**src/hw/rtl/ofb_pkg.sv**
```systemverilog
`timescale 1ns / 1ps

package ofb_pkg;

  // field and datapath widths
  localparam int COORD_W = 12;
  localparam int DIM_W   = 13;
  localparam int PIX_W   = 16;
  localparam int DIST_W  = 13;
  localparam int DEN_W   = DIST_W + 1;
  localparam int PROD_W  = PIX_W + DIST_W;
  localparam int NUM_W   = PROD_W + 1;
  localparam int Q_W     = PIX_W;

  // configuration register indexes
  localparam logic [1:0] REG_HEIGHT = 2'd0;
  localparam logic [1:0] REG_WIDTH  = 2'd1;
  localparam logic [1:0] REG_SHIFT  = 2'd2;

  // result taken when the division is not used
  typedef struct packed {
    logic             use_alt;
    logic [PIX_W-1:0] alt;
  } side_t;

  // one division stage worth of state
  typedef struct packed {
    logic [DEN_W-1:0] rem;
    logic [Q_W-1:0]   low;
    logic [Q_W-1:0]   quo;
    logic [DEN_W-1:0] den;
    side_t            side;
  } div_stage_t;

endpackage

```
**src/hw/rtl/ofb_front.sv**
```systemverilog
`timescale 1ns / 1ps

module ofb_front (
  input  logic                        clk,
  input  logic                        rst,
  input  logic                        in_valid,
  input  logic [ofb_pkg::COORD_W-1:0] row,
  input  logic [ofb_pkg::COORD_W-1:0] col,
  input  logic [ofb_pkg::PIX_W-1:0]   first_pixel,
  input  logic [ofb_pkg::PIX_W-1:0]   second_pixel,
  input  logic [ofb_pkg::DIM_W-1:0]   overlap_height,
  input  logic [ofb_pkg::DIM_W-1:0]   overlap_width,
  input  logic                        shift_negative,
  output logic                        out_valid,
  output logic [ofb_pkg::NUM_W-1:0]   num,
  output logic [ofb_pkg::DEN_W-1:0]   den,
  output ofb_pkg::side_t              side
);

  logic [ofb_pkg::DIM_W-1:0]  row_x;
  logic [ofb_pkg::DIM_W-1:0]  col_x;
  logic [ofb_pkg::DIM_W-1:0]  h_left;
  logic [ofb_pkg::DIM_W-1:0]  w_left;
  logic [ofb_pkg::DIST_W-1:0] d1_next;
  logic [ofb_pkg::DIST_W-1:0] d2_next;

  logic                        a_valid;
  logic [ofb_pkg::DIST_W-1:0]  d1;
  logic [ofb_pkg::DIST_W-1:0]  d2;
  logic [ofb_pkg::PIX_W-1:0]   p1;
  logic [ofb_pkg::PIX_W-1:0]   p2;

  logic                        b_valid;
  logic [ofb_pkg::PROD_W-1:0]  prod1;
  logic [ofb_pkg::PROD_W-1:0]  prod2;
  logic [ofb_pkg::DEN_W-1:0]   b_den;
  ofb_pkg::side_t              b_side;
  ofb_pkg::side_t              side_next;

  // distances to the overlap edges; the remaining distance to the far edges is floored at zero
  always_comb begin
    row_x  = {1'b0, row};
    col_x  = {1'b0, col};
    h_left = (overlap_height > row_x) ? overlap_height - row_x : '0;
    w_left = (overlap_width > col_x) ? overlap_width - col_x : '0;
    if (shift_negative) begin
      d1_next = (row_x < w_left) ? row_x : w_left;
      d2_next = (h_left < col_x) ? h_left : col_x;
    end else begin
      d1_next = (row_x < col_x) ? row_x : col_x;
      d2_next = (h_left < w_left) ? h_left : w_left;
    end
  end

  // stage a: distances
  always_ff @(posedge clk) begin
    if (rst) begin
      a_valid <= 1'b0;
    end else begin
      a_valid <= in_valid;
    end
    d1 <= d1_next;
    d2 <= d2_next;
    p1 <= first_pixel;
    p2 <= second_pixel;
  end

  // background and zero-distance cases bypass the divider
  always_comb begin
    side_next.use_alt = 1'b1;
    side_next.alt     = p1;
    if (p1 == '0 || p2 == '0) begin
      side_next.alt = (p1 > p2) ? p1 : p2;
    end else if (d1 == '0 && d2 == '0) begin
      side_next.alt = p1;
    end else begin
      side_next.use_alt = 1'b0;
    end
  end

  // stage b: weighted products
  always_ff @(posedge clk) begin
    if (rst) begin
      b_valid <= 1'b0;
    end else begin
      b_valid <= a_valid;
    end
    prod1  <= ofb_pkg::PROD_W'(p1) * ofb_pkg::PROD_W'(d2);
    prod2  <= ofb_pkg::PROD_W'(p2) * ofb_pkg::PROD_W'(d1);
    b_den  <= {1'b0, d1} + {1'b0, d2};
    b_side <= side_next;
  end

  // stage c: numerator sum
  always_ff @(posedge clk) begin
    if (rst) begin
      out_valid <= 1'b0;
    end else begin
      out_valid <= b_valid;
    end
    num  <= {1'b0, prod1} + {1'b0, prod2};
    den  <= b_den;
    side <= b_side;
  end

endmodule

```
**src/hw/rtl/ofb_div.sv**
```systemverilog
`timescale 1ns / 1ps

module ofb_div (
  input  logic                      clk,
  input  logic                      rst,
  input  logic                      in_valid,
  input  logic [ofb_pkg::NUM_W-1:0] num,
  input  logic [ofb_pkg::DEN_W-1:0] den,
  input  ofb_pkg::side_t            in_side,
  output logic                      out_valid,
  output logic [ofb_pkg::Q_W-1:0]   quo,
  output ofb_pkg::side_t            out_side
);

  localparam int STAGES = ofb_pkg::Q_W;

  ofb_pkg::div_stage_t stg [0:STAGES];
  logic                vld [0:STAGES];

  // the quotient fits in Q_W bits, so the top numerator bits start below den
  always_comb begin
    stg[0].rem  = num[ofb_pkg::NUM_W-1 -: ofb_pkg::DEN_W];
    stg[0].low  = num[ofb_pkg::Q_W-1:0];
    stg[0].quo  = '0;
    stg[0].den  = den;
    stg[0].side = in_side;
    vld[0]      = in_valid;
  end

  // one restoring step per stage, one quotient bit each
  for (genvar k = 0; k < STAGES; k++) begin : g_step
    logic [ofb_pkg::DEN_W:0]   trial;
    logic                      fits;
    logic [ofb_pkg::DEN_W-1:0] rem_next;

    always_comb begin
      trial    = {stg[k].rem, stg[k].low[ofb_pkg::Q_W-1]};
      fits     = trial >= {1'b0, stg[k].den};
      rem_next = fits ? ofb_pkg::DEN_W'(trial - {1'b0, stg[k].den})
                      : trial[ofb_pkg::DEN_W-1:0];
    end

    always_ff @(posedge clk) begin
      if (rst) begin
        vld[k+1] <= 1'b0;
      end else begin
        vld[k+1] <= vld[k];
      end
      stg[k+1].rem  <= rem_next;
      stg[k+1].low  <= {stg[k].low[ofb_pkg::Q_W-2:0], 1'b0};
      stg[k+1].quo  <= {stg[k].quo[ofb_pkg::Q_W-2:0], fits};
      stg[k+1].den  <= stg[k].den;
      stg[k+1].side <= stg[k].side;
    end
  end

  assign out_valid = vld[STAGES];
  assign quo       = stg[STAGES].quo;
  assign out_side  = stg[STAGES].side;

endmodule

```
**src/hw/rtl/overlap_feather_blend_core.sv**
```systemverilog
`timescale 1ns / 1ps

// Feather blend of two 16-bit pixels by their distances to the overlap edges.
// One pixel pair is taken every clock: busy is always low, and each result
// appears on blended_pixel with done high for one cycle. Each pair passes
// through three front stages (distances, products, sum), a 16-stage divider
// that resolves one quotient bit per stage, and the output register. Results
// cannot be held off, so the receiver must take every one. Registers:
// overlap_height at 0x0, overlap_width at 0x4, shift_negative at 0x8;
// heights and widths whose low 13 bits exceed MAX_DIM are stored as
// MAX_DIM. Write the registers only while no pixel is in flight.
module overlap_feather_blend_core #(
  parameter int MAX_DIM = 4096
) (
  input  logic                        clk,
  input  logic                        rst,
  input  logic                        start,
  output logic                        busy,
  input  logic [ofb_pkg::COORD_W-1:0] row,
  input  logic [ofb_pkg::COORD_W-1:0] col,
  input  logic [ofb_pkg::PIX_W-1:0]   first_pixel,
  input  logic [ofb_pkg::PIX_W-1:0]   second_pixel,
  output logic                        done,
  output logic [ofb_pkg::PIX_W-1:0]   blended_pixel,
  input  logic                        psel,
  input  logic                        penable,
  input  logic                        pwrite,
  input  logic [3:0]                  paddr,
  input  logic [31:0]                 pwdata,
  output logic [31:0]                 prdata,
  output logic                        pready
);

  logic [ofb_pkg::DIM_W-1:0] overlap_height;
  logic [ofb_pkg::DIM_W-1:0] overlap_width;
  logic                      shift_negative;
  logic [ofb_pkg::DIM_W-1:0] dim_next;
  logic                      cfg_write;
  logic [1:0]                reg_index;

  logic                      f_valid;
  logic [ofb_pkg::NUM_W-1:0] f_num;
  logic [ofb_pkg::DEN_W-1:0] f_den;
  ofb_pkg::side_t            f_side;

  logic                      q_valid;
  logic [ofb_pkg::Q_W-1:0]   q_quo;
  ofb_pkg::side_t            q_side;

  assign busy      = 1'b0;
  assign pready    = 1'b1;
  assign reg_index = paddr[3:2];
  assign cfg_write = psel && penable && pwrite && pready;

  // dimensions saturate at MAX_DIM
  always_comb begin
    dim_next = pwdata[ofb_pkg::DIM_W-1:0];
    if (32'(pwdata[ofb_pkg::DIM_W-1:0]) > MAX_DIM) begin
      dim_next = ofb_pkg::DIM_W'(MAX_DIM);
    end
  end

  // register write transfer
  always_ff @(posedge clk) begin
    if (rst) begin
      overlap_height <= '0;
      overlap_width  <= '0;
      shift_negative <= 1'b0;
    end else if (cfg_write) begin
      case (reg_index)
        ofb_pkg::REG_HEIGHT: overlap_height <= dim_next;
        ofb_pkg::REG_WIDTH:  overlap_width  <= dim_next;
        ofb_pkg::REG_SHIFT:  shift_negative <= pwdata[0];
        default: ;
      endcase
    end
  end

  // register read
  always_comb begin
    case (reg_index)
      ofb_pkg::REG_HEIGHT: prdata = 32'(overlap_height);
      ofb_pkg::REG_WIDTH:  prdata = 32'(overlap_width);
      ofb_pkg::REG_SHIFT:  prdata = 32'(shift_negative);
      default:             prdata = '0;
    endcase
  end

  ofb_front u_front (
    .clk            (clk),
    .rst            (rst),
    .in_valid       (start && !busy),
    .row            (row),
    .col            (col),
    .first_pixel    (first_pixel),
    .second_pixel   (second_pixel),
    .overlap_height (overlap_height),
    .overlap_width  (overlap_width),
    .shift_negative (shift_negative),
    .out_valid      (f_valid),
    .num            (f_num),
    .den            (f_den),
    .side           (f_side)
  );

  ofb_div u_div (
    .clk       (clk),
    .rst       (rst),
    .in_valid  (f_valid),
    .num       (f_num),
    .den       (f_den),
    .in_side   (f_side),
    .out_valid (q_valid),
    .quo       (q_quo),
    .out_side  (q_side)
  );

  // result register
  always_ff @(posedge clk) begin
    if (rst) begin
      done <= 1'b0;
    end else begin
      done <= q_valid;
    end
    blended_pixel <= q_side.use_alt ? q_side.alt : q_quo;
  end

endmodule

```
**config.mk**
```make
export PLATFORM = sky130hd
export DESIGN_NAME = overlap_feather_blend_core
export DESIGN_NICKNAME = d
export VERILOG_FILES = /design/src/hw/rtl/ofb_pkg.sv /design/src/hw/rtl/ofb_front.sv /design/src/hw/rtl/ofb_div.sv /design/src/hw/rtl/overlap_feather_blend_core.sv
export SDC_FILE = /design/constraint.sdc
export NUM_CORES = 2
export LEC_CHECK = 0
export ABC_AREA = 1
export BUFFER_PORTS_ARGS = -buffer_cell sky130_fd_sc_hd__buf_2
export CORE_MARGIN = 2
export CORE_UTILIZATION = 31
export CTS_CLUSTER_SIZE = 40
export DETAILED_ROUTE_END_ITERATION = 10
export HOLD_SLACK_MARGIN = 0.06
export PLACE_DENSITY = 0.45
export SYNTH_ARGS = -nofsm -noshare
export SYNTH_HDL_FRONTEND = slang
export SYNTH_SLANG_ARGS = --single-unit
```
**constraint.sdc**
```tcl
create_clock -name clk -period 12.95 [get_ports clk]
set_input_delay 2.59 -clock clk [delete_from_list [all_inputs] [get_ports clk]]
set_output_delay 2.59 -clock clk [all_outputs]
set_load 0.01 [all_outputs]
```
### Word-level counts from Yosys, hierarchy flattened

Index checks and enable logic that the tools add are counted.

| storage, ports and cells | value |
|---|---|
| register bits | 1,219 |
| input port bits | 98 |
| output and inout port bits | 51 |
| word-level logic and storage cells | 218 |

| operators by class | value |
|---|---|
| add/sub/neg operators | 19 |
| multiply operators | 2 |
| $lt $le $gt $ge | 24 |
| equal/unequal tests | 2 |
| mux-type cells | 29 |
| reductions and logical operators | 12 |

Operators with widths:

| operator | number |
|---|---|
| $ge A15 B14 Y1 | 16 |
| $mux W14 | 15 |
| $sub A14 B14 Y14 | 15 |
| $mux W13 | 8 |
| $mul A16 B13 Y29 | 2 |
| $mux W16 | 3 |
| $pmux W13 S3 | 1 |
| $logic_not A16 Y1 | 2 |
| $add A29 B29 Y30 | 1 |
| $gt A13 B12 Y1 | 2 |
| $logic_not A13 Y1 | 2 |
| $sub A13 B12 Y13 | 2 |
| $gt A16 B16 Y1 | 1 |
| $add A13 B13 Y14 | 1 |
| $gt A13 B13 Y1 const B | 1 |
| $lt A12 B13 Y1 | 1 |
| $lt A13 B12 Y1 | 1 |
| $lt A13 B13 Y1 | 1 |
| $lt A12 B12 Y1 | 1 |
| $mux W12 | 1 |
| $reduce_and A2 Y1 | 3 |
| $logic_and A1 B1 Y1 | 3 |
| $eq A2 B1 Y1 const B | 1 |
| $eq A2 B2 Y1 const B | 1 |
| 3 further kinds | 3 |

### Depth between registers and ports, before layout

| depth | value |
|---|---|
| depth after elaboration | 5 |
| mapped depth | 26 |
| depth with buffers taken out | 24 |

### By module

Synthesis repeated with hierarchy kept, for this count alone.

| second synthesis, totals | value |
|---|---|
| cells, all modules | 7,744 |
| area, all modules | 63,796.2 µm² |

Modules (own cells, without submodules):

| module | instances | cells an instance | area an instance (µm²) | seq. area each (µm²) |
|---|---|---|---|---|
| ofb_div | 1 | 4,416 | 37,792.5 | 19,298.5 |
| ofb_front | 1 | 3,124 | 24,121.9 | 4,224.1 |
| overlap_feather_blend_core | 1 | 204 | 1,881.8 | 880.8 |

### Worst setup path before layout

OpenSTA, ideal clock, no wires.

| timing path | value |
|---|---|
| path kind | input to output |
| start | input port paddr[2] |
| end | output port prdata[10] |
| arrival | 3.252 ns |
| data required time | 10.360 ns |
| path slack | 7.108 ns |
| stages | 4 |
| path buffers | 1 |
| cells stage by stage | inv_1 > nor2_1 > clkbuf_1 > a22o_1 |

| on the way | value |
|---|---|
| cells in the longest elaborated chain, start to end | 2 |
| elaborated cells between the ends (all ways) | 4 |
| those cells by class | eq/ne: 2; mux: 1; reduce/logical: 1 |

RTL lines:

| what | line | source |
|---|---|---|
| start: declaration | overlap_feather_blend_core.sv:28 | `input logic [3:0] paddr,` |
| $eq A2 B2 Y1 (tied with other cells) | overlap_feather_blend_core.sv:81 | `case (reg_index)` |
| $pmux W13 S3 (*) | overlap_feather_blend_core.sv:81 |  |
| end: declaration | overlap_feather_blend_core.sv:30 | `output logic [31:0] prdata,` |

Every way passes the cells marked *; elsewhere a longest branch is shown, timed or not.

### Worst setup path after layout

| timing path | value |
|---|---|
| start | input port paddr[2] |
| end | output port prdata[12] |

The elaborated chain is that of the path after synthesis.

==> results.json <==
{
  "run_status": "completed",
  "netlist_area_um2": 57900,
  "synth_ff_type": "sky130_fd_sc_hd__dfxtp_1",
  "clk_transition_reported_paths_ns": 0.06,
  "vias_per_cell": 4.39,
  "path_max_fanout": 12,
  "chipWidth_um": 436,
  "slew_violations": 0,
  "register_area_um2": 24400,
  "drt_pre_antenna_iters": 5,
  "route.detailed.wl_per_inst_um": 15.0,
  "placement.io_buffers": 106,
  "die-area_um2": 190000,
  "synth_common_cells": "1,219 x sky130_fd_sc_hd__dfxtp_1, 1,151 x sky130_fd_sc_hd__inv_1, 1,072 x sky130_fd_sc_hd__nand2_1",
  "crit_required_ns": 10.36,
  "worst_setup_path_start_kind": "input pin",
  "synth_top_cell_area_share": 0.422,
  "ctsHoldBuffers": 0,
  "die_h_um": 436,
  "core_um2": 185000,
  "finalCriticalPeriod_ns": 6.70,
  "min_path_type": "reg2reg",
  "hpwl_um": 106000,
  "final.setup_skew_ns": 0.0312,
  "placement_rows": 158,
  "remaining_number_of_nets_flagged_by_the_antenna_check_after_routing": 0,
  "critical_path.most_common_cell": "sky130_fd_sc_hd__buf_2",
  "layout-area-overhead-vs-synth_pct": 14.0,
  "yosys_warnings": 0,
  "clk-insertion-delay-late_ns": 0.78,
  "worst_path_max_stage_delay_ns": 0.73,
  "drtIter0Drc": 2101,
  "relSlewSlack": 0.187,
  "post_route_cells_drive_above_1_share": 0.0654,
  "cts_tree": "built",
  "synth_async_sr_flop_share": 0,
  "combined_area_of_the_multi_input_logic_cells_um2": 28300,
  "endpoints_failing_hold": 0,
  "synth.most_common_cell": "sky130_fd_sc_hd__dfxtp_1",
  "clock-root-buffer": "sky130_fd_sc_hd__clkbuf_16",
  "cp_data_arrival_time_ns": 4.11,
  "grtUsageTotal": 0.145,
  "worst-slew-pin-transition_ns": 1.22,
  "yosys.area.top_type": "sky130_fd_sc_hd__dfxtp_1",
  "post_synth_inst_count": 6494,
  "number_of_synthesized_flops_with_an_enable_pin": 0,
  "gp_congestion": 0.840,
  "yosys-top-cells-area": "sky130_fd_sc_hd__dfxtp_1 42%, sky130_fd_sc_hd__fa_1 11%, sky130_fd_sc_hd__ha_1 11%",
  "via_count_of_the_first_global_routing_pass": 40300,
  "totalNegativeSetupSlack_ns": 0,
  "clk_path_buf_depth": 3,
  "layout_worst_path_cycle_share": 0.518,
  "grt.overflow.total": 0,
  "buffers_inserted_during_post_cts_setup_optimization": 0,
  "routed-via-count": 40300,
  "reg2reg_setup_slack_ns": 7.06,
  "antenna_found_initial": 4,
  "detailed_route_drc_error_count": 0,
  "maximum_number_of_pins_on_one_net_before_global_route_repair": 30,
  "final_nets": 7521,
  "post_cts.resized_instances": 0,
  "ys_seq_area_frac": 0.422,
  "grt_setup_unrepaired": "no",
  "timing.critical_path.to_type": "primary output",
  "boundaryPins": 149,
  "htree_num_levels": 4,
  "synthesized_area_per_cell_um2": 8.91,
  "final_layout_fill_cell_count": 19200,
  "crit_chain": "buf_2 > nor2_1 > inv_1 > o22ai_1 > buf_2",
  "tritoncts.num_buffers": 142,
  "worst_path_max_delay_cell": "sky130_fd_sc_hd__nor2_1",
  "report.final.setup_viol": 0,
  "tritoncts_num_sinks": 1219,
  "postRouteWirelength_um": 138000,
  "maxCapViolCount": 0,
  "floorplan.initialDensity": 0.312,
  "fmax_mhz": 149,
  "post_synth_num_cell_types": 57,
  "ys_ff_latch": 1219,
  "timing_worst_setup_path_type": "in2out",
  "grt_first_pass_wirelength_um": 220000
}
kinds of logic (layout without fill, tap and decap cells):
logic type,after synthesis,after routing,synth area share
other cells,2,23,0.000130
buf+inv,1357,1551,0.0915
simple gates,1881,1881,0.134
flops,1219,1219,0.422
mux,16,16,0.00311
fa+ha+maj,826,826,0.221
compound gates,939,939,0.0901
xor+xnor,254,254,0.0384
cell usage in the layout (no fill, tap or decap), drive strengths merged, types with 14 or more instances in the layout:
cell     synthesis  final
dfxtp         1219   1219
inv           1155   1163
nand2         1083   1083
a21oi          535    535
ha             499    499
nor2           432    432
fa             327    327
nand3          234    234
o21ai          210    210
clkbuf         120    196
buf             79    138
xor2           137    137
xnor2          117    117
a31oi           47     47
nor3            43     43
clkinv           3     36
nand4           34     34
nor4            27     27
o2111ai         24     24
o211ai          23     23
a21boi          23     23
conb             2     22
or2             21     21
a21o            16     16
mux2            16     16
bufinv           0     15
a211oi          14     14
flip-flops by register name, summed over array words and instances, names as in the netlist, 13 cells and up:
register            cells
blended_pixel          16
overlap_height         13
overlap_width          13
u_div.g_step.trial    225
u_div.out_side         17
u_div.quo              16
u_div.stg             690
u_div.vld              15
u_front.b_den          14
u_front.b_side         17
u_front.d1             13
u_front.d2             13
u_front.den            14
u_front.num            30
u_front.p1             16
u_front.p2             16
u_front.prod1          29
u_front.prod2          29
u_front.side           17
routing by layer:
| metal | vias to the layer above | track usage | wire, um |
|---|---|---|---|
| met5 | - | 0 | 12 |
| met4 | 2 | 0.0571 | 5250 |
| met3 | 217 | 0.0276 | 6080 |
| met2 | 763 | 0.236 | 62900 |
| met1 | 18700 | 0.190 | 63600 |
| li1 | 20600 | - | - |
layout make-up:
type                       instances  area share
inverter                        1158      0.0659
sequential                      1219       0.370
timing repair buffer             138      0.0117
multi-input combinational       3938       0.429
clock buffer                     196      0.0617
antenna                            1   0.0000379
tap                             2480      0.0471
clock inverter                    59      0.0150
final timing paths:
| check | from | to | cells after the start |
|---|---|---|---|
| setup / recovery | paddr[2] | prdata[12] | 5 |
| hold / removal | u_div.stg[599] | u_div.stg[523] | 0 |
| setup reg to reg | u_front.d1[6] | u_front.prod2[26] | 20 |
| hold reg to reg | u_div.stg[599] | u_div.stg[523] | 0 |
critical path, delay by kind of cell:
kind	cells	cell delay, ns
AO/OA/AOI/OAI	1	0.28
AND/OR/NAND/NOR	1	0.73
buffers and inverters	3	0.52
through the flow:
step / instance area, um^2 / hold slack (ns) / setup WS, ns / cells / utilization
detailed placement: 60900 / 0.312 / 6.28 / 8933 / 0.328
floorplan: 57900 / 0.310 / 7.11 / 6514 / -
global route: 65900 / 0.304 / 6.10 / 9189 / 0.356
CTS: 65900 / 0.301 / 6.28 / 9188 / 0.356
finish: 65900 / 0.306 / 6.25 / 9189 / 0.356
global placement: 60900 / 0.310 / 6.24 / 8933 / 0.328
Power is left out: the tool's default activity adds up to more than one toggle a clock period on the data nets, which glitch-free logic cannot reach.
